File: src/rtl/pdd_pkg.sv
// ----------------------------------------------------------------------------
// pdd_pkg
// Shared types, constants and codes of the payload deploy detector.
// ----------------------------------------------------------------------------
package pdd_pkg;

  // word widths
  localparam int unsigned AltW     = 32;
  localparam int unsigned TimeW    = 32;
  localparam int unsigned ThrW     = 16;
  localparam int unsigned GapW     = 16;
  localparam int unsigned LimW     = 31;
  localparam int unsigned CfgIdxW  = 2;
  localparam int unsigned CfgDataW = 32;

  // climb rate arithmetic: |delta| * 1000 fits 42 bits
  localparam int unsigned MagW     = 32;
  localparam int unsigned MulKW    = 10;
  localparam int unsigned MulK     = 1000;
  localparam int unsigned DivW     = MagW + MulKW;
  localparam int unsigned DivCntW  = $clog2(DivW);

  // register reset values
  localparam logic [ThrW-1:0]        RstVelThr  = ThrW'(500);
  localparam logic signed [AltW-1:0] RstMinAlt  = AltW'(121920);
  localparam logic [GapW-1:0]        RstMaxGap  = GapW'(1000);
  localparam logic [LimW-1:0]        RstAltLim  = LimW'(10000000);

  // item kind
  typedef enum logic {
    ACT_SAMPLE = 1'b0,
    ACT_ARM    = 1'b1
  } pdd_act_e;

  // register indexes
  typedef enum logic [CfgIdxW-1:0] {
    CFG_VEL_THR   = 2'd0,
    CFG_MIN_ALT   = 2'd1,
    CFG_MAX_GAP   = 2'd2,
    CFG_ALT_LIMIT = 2'd3
  } pdd_cfg_idx_e;

  // sequencer states
  typedef enum logic [2:0] {
    S_IDLE,
    S_EVAL,
    S_MUL,
    S_DIV,
    S_FIN,
    S_DONE
  } pdd_state_e;

  typedef struct packed {
    pdd_act_e                action;
    logic signed [AltW-1:0]  altitude_cm;
    logic [TimeW-1:0]        time_ms;
  } in_word_t;

  typedef struct packed {
    logic                    deploy_now;
    logic                    rate_valid;
    logic signed [AltW-1:0]  climb_rate;
    logic                    deployed;
  } out_word_t;

  typedef struct packed {
    logic [CfgIdxW-1:0]      index;
    logic [CfgDataW-1:0]     value;
  } cfg_word_t;

  typedef struct packed {
    logic [ThrW-1:0]         velocity_threshold;
    logic signed [AltW-1:0]  min_altitude;
    logic [GapW-1:0]         max_time_gap;
    logic [LimW-1:0]         altitude_limit;
  } cfg_t;

endpackage

File: src/rtl/pdd_if.sv
// ----------------------------------------------------------------------------
// pdd channel interfaces
// Valid/ready channels for sample words, result words and register writes.
// ----------------------------------------------------------------------------
interface pdd_in_if;
  logic              valid;
  logic              ready;
  pdd_pkg::in_word_t data;

  modport source (output valid, output data, input ready);
  modport sink   (input valid, input data, output ready);
endinterface

interface pdd_out_if;
  logic               valid;
  logic               ready;
  pdd_pkg::out_word_t data;

  modport source (output valid, output data, input ready);
  modport sink   (input valid, input data, output ready);
endinterface

interface pdd_cfg_if;
  logic               valid;
  logic               ready;
  pdd_pkg::cfg_word_t data;

  modport source (output valid, output data, input ready);
  modport sink   (input valid, input data, output ready);
endinterface

File: src/rtl/payload_deploy_detector_unit.sv
// ----------------------------------------------------------------------------
// payload_deploy_detector_unit
// Climb rate from successive altitude samples and one-shot deploy decision.
// ----------------------------------------------------------------------------
// a sample with a valid rate goes EVAL, MUL, DIV (the 42-step divider), FIN,
//   DONE; an arm word, an ignored or a rate-less sample goes EVAL, DONE
// a new word is taken only in IDLE, after the last result is loaded for output
// a finished result waits in the output register while the next word enters
// reset: asynchronous, clears history, deployed latch and registers to defaults
// ----------------------------------------------------------------------------
module payload_deploy_detector_unit (
  input  logic       clk_i,
  input  logic       rst_ni,
  pdd_in_if.sink     in_i,
  pdd_out_if.source  out_o,
  pdd_cfg_if.sink    cfg_i
);

  pdd_pkg::cfg_t                 cfg;
  pdd_pkg::pdd_state_e           state_q, state_d;
  pdd_pkg::in_word_t             item_q;
  pdd_pkg::out_word_t            res_q, out_q;
  logic                          out_valid_q;
  logic                          deployed_q;
  logic signed [pdd_pkg::AltW-1:0] last_alt_q;
  logic [pdd_pkg::TimeW-1:0]     last_time_q;
  logic [pdd_pkg::GapW-1:0]      gap_q;
  logic                          dneg_q;
  logic [pdd_pkg::MagW-1:0]      dmag_q;

  // sequencer controls
  logic in_ready, item_load, eval_en, div_start, fin_en, out_load, out_free;
  logic clr_state;

  // evaluation signals
  logic [pdd_pkg::AltW:0]        alt_ext, last_ext, d_pos, d_neg, alt_neg;
  logic [pdd_pkg::MagW-1:0]      alt_mag;
  logic [pdd_pkg::TimeW-1:0]     gap;
  logic                          rate_ok;
  logic [pdd_pkg::DivW-1:0]      product;
  logic                          div_done;
  logic [pdd_pkg::DivW-1:0]      quo;
  logic signed [pdd_pkg::AltW-1:0] rate_sat;
  logic                          rate_pos, fire;

  pdd_cfg_regs u_cfg (
    .clk_i  (clk_i),
    .rst_ni (rst_ni),
    .cfg_i  (cfg_i),
    .cfg_o  (cfg)
  );

  // next state
  always_comb begin
    state_d = state_q;
    case (state_q)
      pdd_pkg::S_IDLE: if (in_i.valid) state_d = pdd_pkg::S_EVAL;
      pdd_pkg::S_EVAL: begin
        if (item_q.action == pdd_pkg::ACT_SAMPLE && !deployed_q && rate_ok) begin
          state_d = pdd_pkg::S_MUL;
        end else begin
          state_d = pdd_pkg::S_DONE;
        end
      end
      pdd_pkg::S_MUL:  state_d = pdd_pkg::S_DIV;
      pdd_pkg::S_DIV:  if (div_done) state_d = pdd_pkg::S_FIN;
      pdd_pkg::S_FIN:  state_d = pdd_pkg::S_DONE;
      pdd_pkg::S_DONE: if (out_free) state_d = pdd_pkg::S_IDLE;
      default:         state_d = pdd_pkg::S_IDLE;
    endcase
  end

  // sequencer outputs
  always_comb begin
    in_ready  = 1'b0;
    eval_en   = 1'b0;
    div_start = 1'b0;
    fin_en    = 1'b0;
    out_load  = 1'b0;
    case (state_q)
      pdd_pkg::S_IDLE: in_ready  = 1'b1;
      pdd_pkg::S_EVAL: eval_en   = 1'b1;
      pdd_pkg::S_MUL:  div_start = 1'b1;
      pdd_pkg::S_DIV:  ;
      pdd_pkg::S_FIN:  fin_en    = 1'b1;
      pdd_pkg::S_DONE: out_load  = out_free;
      default:         ;
    endcase
  end

  assign out_free   = !out_valid_q || out_o.ready;
  assign item_load  = in_ready && in_i.valid;
  assign in_i.ready = in_ready;
  assign clr_state  = eval_en && item_q.action == pdd_pkg::ACT_ARM;

  // gap, altitude magnitude and altitude delta in both directions
  assign alt_ext  = {item_q.altitude_cm[pdd_pkg::AltW-1], item_q.altitude_cm};
  assign last_ext = {last_alt_q[pdd_pkg::AltW-1], last_alt_q};
  assign d_pos    = alt_ext - last_ext;
  assign d_neg    = last_ext - alt_ext;
  assign alt_neg  = '0 - alt_ext;
  assign alt_mag  = item_q.altitude_cm[pdd_pkg::AltW-1] ? alt_neg[pdd_pkg::MagW-1:0]
                                                         : alt_ext[pdd_pkg::MagW-1:0];
  assign gap      = item_q.time_ms - last_time_q;
  assign rate_ok  = (last_time_q != '0) && (item_q.time_ms > last_time_q) &&
                    (gap < {{(pdd_pkg::TimeW-pdd_pkg::GapW){1'b0}}, cfg.max_time_gap}) &&
                    (alt_mag < {1'b0, cfg.altitude_limit});

  // scale the delta magnitude, the divider registers the product
  assign product = {{pdd_pkg::MulKW{1'b0}}, dmag_q} * pdd_pkg::DivW'(pdd_pkg::MulK);

  pdd_div u_div (
    .clk_i      (clk_i),
    .rst_ni     (rst_ni),
    .start_i    (div_start),
    .dividend_i (product),
    .divisor_i  (gap_q),
    .done_o     (div_done),
    .quotient_o (quo)
  );

  // sign and saturation of the quotient
  always_comb begin
    if (!dneg_q) begin
      if (quo[pdd_pkg::DivW-1:pdd_pkg::AltW-1] != '0) begin
        rate_sat = {1'b0, {(pdd_pkg::AltW-1){1'b1}}};
      end else begin
        rate_sat = $signed(quo[pdd_pkg::AltW-1:0]);
      end
    end else begin
      if (quo[pdd_pkg::DivW-1:pdd_pkg::AltW] != '0 ||
          (quo[pdd_pkg::AltW-1] && quo[pdd_pkg::AltW-2:0] != '0)) begin
        rate_sat = {1'b1, {(pdd_pkg::AltW-1){1'b0}}};
      end else begin
        rate_sat = $signed('0 - quo[pdd_pkg::AltW-1:0]);
      end
    end
  end

  assign rate_pos = !dneg_q && quo != '0;
  assign fire     = rate_pos &&
                    quo <= {{(pdd_pkg::DivW-pdd_pkg::ThrW){1'b0}}, cfg.velocity_threshold} &&
                    $signed(item_q.altitude_cm) >= $signed(cfg.min_altitude);

  // control and history registers
  always_ff @(posedge clk_i or negedge rst_ni) begin
    if (!rst_ni) begin
      state_q     <= pdd_pkg::S_IDLE;
      out_valid_q <= 1'b0;
      deployed_q  <= 1'b0;
      last_alt_q  <= '0;
      last_time_q <= '0;
    end else begin
      state_q <= state_d;
      if (out_load) begin
        out_valid_q <= 1'b1;
      end else if (out_o.ready) begin
        out_valid_q <= 1'b0;
      end
      if (clr_state) begin
        deployed_q  <= 1'b0;
        last_alt_q  <= '0;
        last_time_q <= '0;
      end else if (eval_en && !deployed_q) begin
        last_alt_q  <= item_q.altitude_cm;
        last_time_q <= item_q.time_ms;
      end
      if (fin_en && fire) begin
        deployed_q <= 1'b1;
      end
    end
  end

  // word and result registers
  always_ff @(posedge clk_i) begin
    if (item_load) begin
      item_q <= in_i.data;
    end
    if (eval_en) begin
      gap_q              <= gap[pdd_pkg::GapW-1:0];
      dneg_q             <= d_pos[pdd_pkg::AltW];
      dmag_q             <= d_pos[pdd_pkg::AltW] ? d_neg[pdd_pkg::MagW-1:0]
                                                 : d_pos[pdd_pkg::MagW-1:0];
      res_q.deploy_now   <= 1'b0;
      res_q.rate_valid   <= 1'b0;
      res_q.climb_rate   <= '0;
      res_q.deployed     <= (item_q.action == pdd_pkg::ACT_ARM) ? 1'b0 : deployed_q;
    end
    if (fin_en) begin
      res_q.deploy_now   <= fire;
      res_q.rate_valid   <= 1'b1;
      res_q.climb_rate   <= rate_sat;
      res_q.deployed     <= fire;
    end
    if (out_load) begin
      out_q <= res_q;
    end
  end

  assign out_o.valid = out_valid_q;
  assign out_o.data  = out_q;

  // checks
  a_fire_flags: assert property (@(posedge clk_i) disable iff (!rst_ni)
    out_valid_q && out_q.deploy_now |-> out_q.rate_valid && out_q.deployed)
    else $error("deploy word without rate or latch");

  a_no_rate_zero: assert property (@(posedge clk_i) disable iff (!rst_ni)
    out_valid_q && !out_q.rate_valid |-> out_q.climb_rate == '0)
    else $error("climb rate non-zero without a valid rate");

  a_latch_clear: assert property (@(posedge clk_i) disable iff (!rst_ni)
    $fell(deployed_q) |-> $past(clr_state))
    else $error("deployed latch cleared without an arm word");

endmodule

File: src/rtl/pdd_cfg_regs.sv
// ----------------------------------------------------------------------------
// pdd_cfg_regs
// Register file for threshold, minimum altitude, gap and altitude limit.
// ----------------------------------------------------------------------------
module pdd_cfg_regs (
  input  logic          clk_i,
  input  logic          rst_ni,
  pdd_cfg_if.sink       cfg_i,
  output pdd_pkg::cfg_t cfg_o
);

  pdd_pkg::cfg_t regs_q, regs_d;

  // writes are always taken
  assign cfg_i.ready = 1'b1;

  // register write decode
  always_comb begin
    regs_d = regs_q;
    if (cfg_i.valid) begin
      case (cfg_i.data.index)
        pdd_pkg::CFG_VEL_THR:
          regs_d.velocity_threshold = cfg_i.data.value[pdd_pkg::ThrW-1:0];
        pdd_pkg::CFG_MIN_ALT:
          regs_d.min_altitude = $signed(cfg_i.data.value[pdd_pkg::AltW-1:0]);
        pdd_pkg::CFG_MAX_GAP:
          regs_d.max_time_gap = cfg_i.data.value[pdd_pkg::GapW-1:0];
        pdd_pkg::CFG_ALT_LIMIT:
          regs_d.altitude_limit = cfg_i.data.value[pdd_pkg::LimW-1:0];
        default: regs_d = regs_q;
      endcase
    end
  end

  always_ff @(posedge clk_i or negedge rst_ni) begin
    if (!rst_ni) begin
      regs_q.velocity_threshold <= pdd_pkg::RstVelThr;
      regs_q.min_altitude       <= pdd_pkg::RstMinAlt;
      regs_q.max_time_gap       <= pdd_pkg::RstMaxGap;
      regs_q.altitude_limit     <= pdd_pkg::RstAltLim;
    end else begin
      regs_q <= regs_d;
    end
  end

  assign cfg_o = regs_q;

endmodule

File: src/rtl/pdd_div.sv
// ----------------------------------------------------------------------------
// pdd_div
// Radix-2 restoring divider, one quotient bit per cycle, unsigned operands.
// ----------------------------------------------------------------------------
module pdd_div (
  input  logic                       clk_i,
  input  logic                       rst_ni,
  input  logic                       start_i,
  input  logic [pdd_pkg::DivW-1:0]   dividend_i,
  input  logic [pdd_pkg::GapW-1:0]   divisor_i,
  output logic                       done_o,
  output logic [pdd_pkg::DivW-1:0]   quotient_o
);

  logic                          busy_q, busy_d;
  logic                          done_q, done_d;
  logic [pdd_pkg::DivCntW-1:0]   cnt_q, cnt_d;
  logic [pdd_pkg::DivW-1:0]      quo_q, quo_d;
  logic [pdd_pkg::GapW-1:0]      rem_q, rem_d;
  logic [pdd_pkg::GapW-1:0]      dvs_q;
  logic [pdd_pkg::GapW:0]        rem_sh;
  logic [pdd_pkg::GapW+1:0]      diff;
  logic                          last_step;

  // one restoring step
  assign rem_sh    = {rem_q, quo_q[pdd_pkg::DivW-1]};
  assign diff      = {1'b0, rem_sh} - {2'b00, dvs_q};
  assign last_step = (cnt_q == pdd_pkg::DivCntW'(pdd_pkg::DivW - 1));

  always_comb begin
    busy_d = busy_q;
    done_d = 1'b0;
    cnt_d  = cnt_q;
    quo_d  = quo_q;
    rem_d  = rem_q;
    if (start_i) begin
      busy_d = 1'b1;
      cnt_d  = '0;
      quo_d  = dividend_i;
      rem_d  = '0;
    end else if (busy_q) begin
      if (!diff[pdd_pkg::GapW+1]) begin
        rem_d = diff[pdd_pkg::GapW-1:0];
        quo_d = {quo_q[pdd_pkg::DivW-2:0], 1'b1};
      end else begin
        rem_d = rem_sh[pdd_pkg::GapW-1:0];
        quo_d = {quo_q[pdd_pkg::DivW-2:0], 1'b0};
      end
      cnt_d = cnt_q + 1'b1;
      if (last_step) begin
        busy_d = 1'b0;
        done_d = 1'b1;
      end
    end
  end

  // control
  always_ff @(posedge clk_i or negedge rst_ni) begin
    if (!rst_ni) begin
      busy_q <= 1'b0;
      done_q <= 1'b0;
      cnt_q  <= '0;
    end else begin
      busy_q <= busy_d;
      done_q <= done_d;
      cnt_q  <= cnt_d;
    end
  end

  // datapath
  always_ff @(posedge clk_i) begin
    quo_q <= quo_d;
    rem_q <= rem_d;
    if (start_i) begin
      dvs_q <= divisor_i;
    end
  end

  assign done_o     = done_q;
  assign quotient_o = quo_q;

  // checks
  a_start_idle: assert property (@(posedge clk_i) disable iff (!rst_ni)
    start_i |-> !busy_q)
    else $error("divider started while busy");

  a_done_after_busy: assert property (@(posedge clk_i) disable iff (!rst_ni)
    done_o |-> $past(busy_q))
    else $error("divider done without a running division");

  a_cnt_range: assert property (@(posedge clk_i) disable iff (!rst_ni)
    busy_q |-> cnt_q <= pdd_pkg::DivCntW'(pdd_pkg::DivW - 1))
    else $error("divider step count out of range");

endmodule

File: src/flat_wrapper.sv
// flat-port wrapper written by rule: the top's interface ports become plain ports
module payload_deploy_detector_unit_flat 
  (clk_i, rst_ni, in_i_valid, in_i_data, in_i_ready, out_o_valid, out_o_data, out_o_ready, cfg_i_valid, cfg_i_data, cfg_i_ready);
  pdd_in_if in_i_i ();
  pdd_out_if out_o_i ();
  pdd_cfg_if cfg_i_i ();
  input  logic clk_i;
  input  logic rst_ni;
  input wire logic [$bits(in_i_i.valid)-1:0] in_i_valid;
  input wire logic [$bits(in_i_i.data)-1:0] in_i_data;
  output wire logic [$bits(in_i_i.ready)-1:0] in_i_ready;
  output wire logic [$bits(out_o_i.valid)-1:0] out_o_valid;
  output wire logic [$bits(out_o_i.data)-1:0] out_o_data;
  input wire logic [$bits(out_o_i.ready)-1:0] out_o_ready;
  input wire logic [$bits(cfg_i_i.valid)-1:0] cfg_i_valid;
  input wire logic [$bits(cfg_i_i.data)-1:0] cfg_i_data;
  output wire logic [$bits(cfg_i_i.ready)-1:0] cfg_i_ready;
  assign in_i_i.valid = in_i_valid;
  assign in_i_i.data = in_i_data;
  assign in_i_ready = in_i_i.ready;
  assign out_o_valid = out_o_i.valid;
  assign out_o_data = out_o_i.data;
  assign out_o_i.ready = out_o_ready;
  assign cfg_i_i.valid = cfg_i_valid;
  assign cfg_i_i.data = cfg_i_data;
  assign cfg_i_ready = cfg_i_i.ready;
  payload_deploy_detector_unit u_core (.clk_i(clk_i), .rst_ni(rst_ni), .in_i(in_i_i), .out_o(out_o_i), .cfg_i(cfg_i_i));
endmodule
File: config.mk
export PLATFORM = sky130hd
export DESIGN_NAME = payload_deploy_detector_unit_flat
export DESIGN_NICKNAME = d
export VERILOG_FILES = /design/src/rtl/pdd_pkg.sv /design/src/rtl/pdd_if.sv /design/src/rtl/payload_deploy_detector_unit.sv /design/src/rtl/pdd_cfg_regs.sv /design/src/rtl/pdd_div.sv /design/src/flat_wrapper.sv
export SDC_FILE = /design/constraint.sdc
export NUM_CORES = 1
export LEC_CHECK = 0
export ABC_CLOCK_PERIOD_IN_PS = 15600
export BUFFER_PORTS_ARGS = -buffer_cell sky130_fd_sc_hd__buf_2
export CAP_MARGIN = 30
export CORE_MARGIN = 5
export CORE_UTILIZATION = 30
export CTS_CLUSTER_SIZE = 16
export DETAILED_ROUTE_END_ITERATION = 12
export PLACE_DENSITY = 0.47
export SLEW_MARGIN = 15
export SYNTH_ARGS = -nofsm -noshare
export SYNTH_HDL_FRONTEND = slang
export SYNTH_HIERARCHICAL = 1
export SYNTH_SLANG_ARGS = --single-unit
File: constraint.sdc
create_clock -name clk_i -period 15.6 [get_ports clk_i]
set_input_delay 3.12 -clock clk_i [delete_from_list [all_inputs] [get_ports clk_i]]
set_output_delay 3.12 -clock clk_i [all_outputs]
set_load 0.005 [all_outputs]
==> qor.yml <==
floorplanning:
  die_w_microns: 328
  core-area_sq_um: 100000
  die_area_sq_um: 107000
  num_rows: 116
  die_h_microns: 328
  ios: 142
  initial_core_util: 0.303
timing:
  slew_violations: 0
  setup_viol: 0
  hold_viol: 0
  finalClockSkew_ns: 0.0186
  rsz0062_at_grt: "no"
  tightest_slew_ns: 0.861
  setup_tns_ns: 0
  max-slew-margin-rel: 0.411
  clock.fmax_ghz: 0.156
  fin_crit_ns: 6.40
  period_share: 0.411
setup_path:
  arrival_ns: 6.75
  crit_type: "reg -> reg"
  critPathLaunchType: "flop"
  required_ns: 15.95
  cp_max_fo: 5
  cp-end-kind: "flop"
placement:
  gp_congestion: 0.820
  port_buffers: 140
  hpwl_mm: 60.6
yosys:
  yosys_most_used_dff: "edfxtp_1"
  netlist_area_sq_um: 30300
  yosys.area.top_type: "edfxtp_1"
  synthTopCellsByArea: "edfxtp_1 24%, ha_1 12%, dfrtp_1 12%, fa_1 8.1%, mux2_2 5.1%"
  synth_top_area_frac: 0.239
  synth.yosys.seq_area_share: 0.393
  ys_ff_latch: 430
  synth-edff-count: 241
  ys_types: 95
  synth_most_common_cell: "inv_1"
  yosys_warnings: 6
  syn_area_per_cell_sq_um: 10.6
  synth_commonest_cells: "356 x inv_1, 293 x ha_1, 241 x edfxtp_1, 182 x nor2_1, 157 x a21oi_1"
  async_reset_ff_frac: 0.400
  netlist_instances: 2860
drt:
  drtIter0Drc: 1119
  firstDrtPassIters: 5
  vias_per_cell: 4.91
  vias: 21200
  wl_per_cell_microns: 18.2
  drt-total-wl_mm: 78.7
  ant_nets: 0
  drc_errors: 0
cts:
  tritoncts: "done"
  cts_resized: 0
  path_clk_slew_ns: 0.07
  clock-root-buffer: "clkbuf_16"
  htreeDepth: 2
  post-cts-setup-buffer-count: 0
  cts-hold-fix-buffers: 0
  clock_latency_ns: 0.61
  cts.sinks: 430
  cts_buffers: 52
  clock_path_buffers: 3
global_routing:
  grt_overflow_total: 0
  grt_util_all_layers: 0.145
  grt_pass1_wl_mm: 124
  antenna_found_initial: 6
  grt_pass1_vias: 21100
  grt_max_degree: 64
run:
  drv_cap: 0
finish:
  insertedDiodeCount: 0
  syn2layout_area_growth_pct: 13.0
  nets: 3504
  drive_gt1_frac: 0.151
run_status:
  status: "complete, no violations"
min_path:
  hold_class: "reg -> reg"
-- final cells by class --
| cell class | instances | area, sq um |
|---|---|---|
| sequential | 430 | 11900 |
| fill | 10200 | 65900 |
| clock buffer | 74 | 1500 |
| timing repair buffer | 163 | 932 |
| clock inverter | 24 | 265 |
| multi-input combinational | 1982 | 16700 |
| tap | 1298 | 1620 |
| inverter | 356 | 1340 |
-- cells in the final DEF (no fill, tap or decap), types with 19 or more instances in the layout --
cell type,instances
ha_1,293
a31oi_1,26
nand2b_1,36
a21o_1,98
a21oi_1,157
nor2_1,180
o31ai_1,19
edfxtp_1,241
nor4_1,23
mux2_2,137
a22o_1,67
dfrtp_1,145
o21ai_0,90
buf_2,139
o21a_1,30
nand4_1,37
nor3_1,40
nand3_1,37
fa_1,122
clkbuf_16,54
mux2i_1,21
nand2_1,142
xor2_1,31
a311oi_1,22
dfstp_2,27
inv_1,355
xnor2_1,99
a211oi_1,32
-- worst max-delay path, cell delays in order (launching register included) --
cell and delay (ns):
edfxtp_1 0.52, inv_1 0.14, fa_1 0.50, fa_1 0.52, inv_1 0.05, fa_1 0.49, inv_1 0.05, fa_1 0.50
inv_1 0.04, ha_1 0.32, and3_1 0.20, a221o_1 0.34, a31oi_1 0.24, o21ai_0 0.15, a21oi_1 0.41, o31a_1 0.23
o21ai_0 0.13, or4_1 0.44, a211oi_1 0.33, a21oi_1 0.13, xnor2_1 0.15, mux2_2 0.26
-- state kept, by name, indices dropped and copies added (netlist names), 32 cells and up --
register	flops
u_core/last_time_q	32
u_core/res_q	35
u_core/out_o.data	35
u_core/u_div/quotient_o	42
u_core/last_alt_q	32
u_core/item_q	33
u_core/u_cfg/cfg_o	95
u_core/dmag_q	32
u_core/alt_ext	32
-- logic make-up (layout without fill, tap and decap cells) --
family	count (synthesis)	count (layout)	synth area share
AO/OA/AOI/OAI	664	664	0.151
XOR/XNOR	130	130	0.0376
adder cells (fa/ha/maj)	415	415	0.202
buffers and inverters	450	617	0.0583
flip-flops	430	430	0.393
multiplexers	158	158	0.0579
other	2	4	0.000248
AND/OR/NAND/NOR	611	611	0.0998
-- routing by layer --
layer / share of wire / GRT usage
met1: 0.52 / 0.223
met2: 0.42 / 0.217
met3: 0.038 / 0.0208
met4: 0.016 / 0.0278
met5: 0 / 0
-- final timing paths --
path                                   from                           to  slack [ns]  cells past startpoint
max in group asynchronous            rst_ni       u_core/last_time_q[30]       11.79                      2
min reg2reg                u_core/gap_q[10]       u_core/u_div/dvs_q[10]        0.41                      0
max                        u_core/dmag_q[7]  u_core/u_div/quotient_o[41]        9.20                     21
min                        u_core/gap_q[10]       u_core/u_div/dvs_q[10]        0.41                      0
min in group asynchronous            rst_ni        u_core/u_div/cnt_q[5]        2.50                      1
max reg2reg                u_core/dmag_q[7]  u_core/u_div/quotient_o[41]        9.20                     21
-- stage by stage --
step | hold slack, ns | setup WS, ns | cell area, sq um | std cells | utilization
floorplan | 0.400 | 9.78 | 30300 | 2862 | -
CTS | 0.415 | 9.10 | 34200 | 4325 | 0.342
finish | 0.413 | 9.20 | 34200 | 4327 | 0.342
detailed placement | 0.405 | 9.14 | 32400 | 4227 | 0.324
global placement | 0.403 | 9.23 | 32400 | 4224 | 0.323
global route | 0.424 | 8.77 | 34200 | 4327 | 0.342
Power is not shown: default switching activity piles up to over one toggle a cycle in this logic, so the estimate is an artifact.
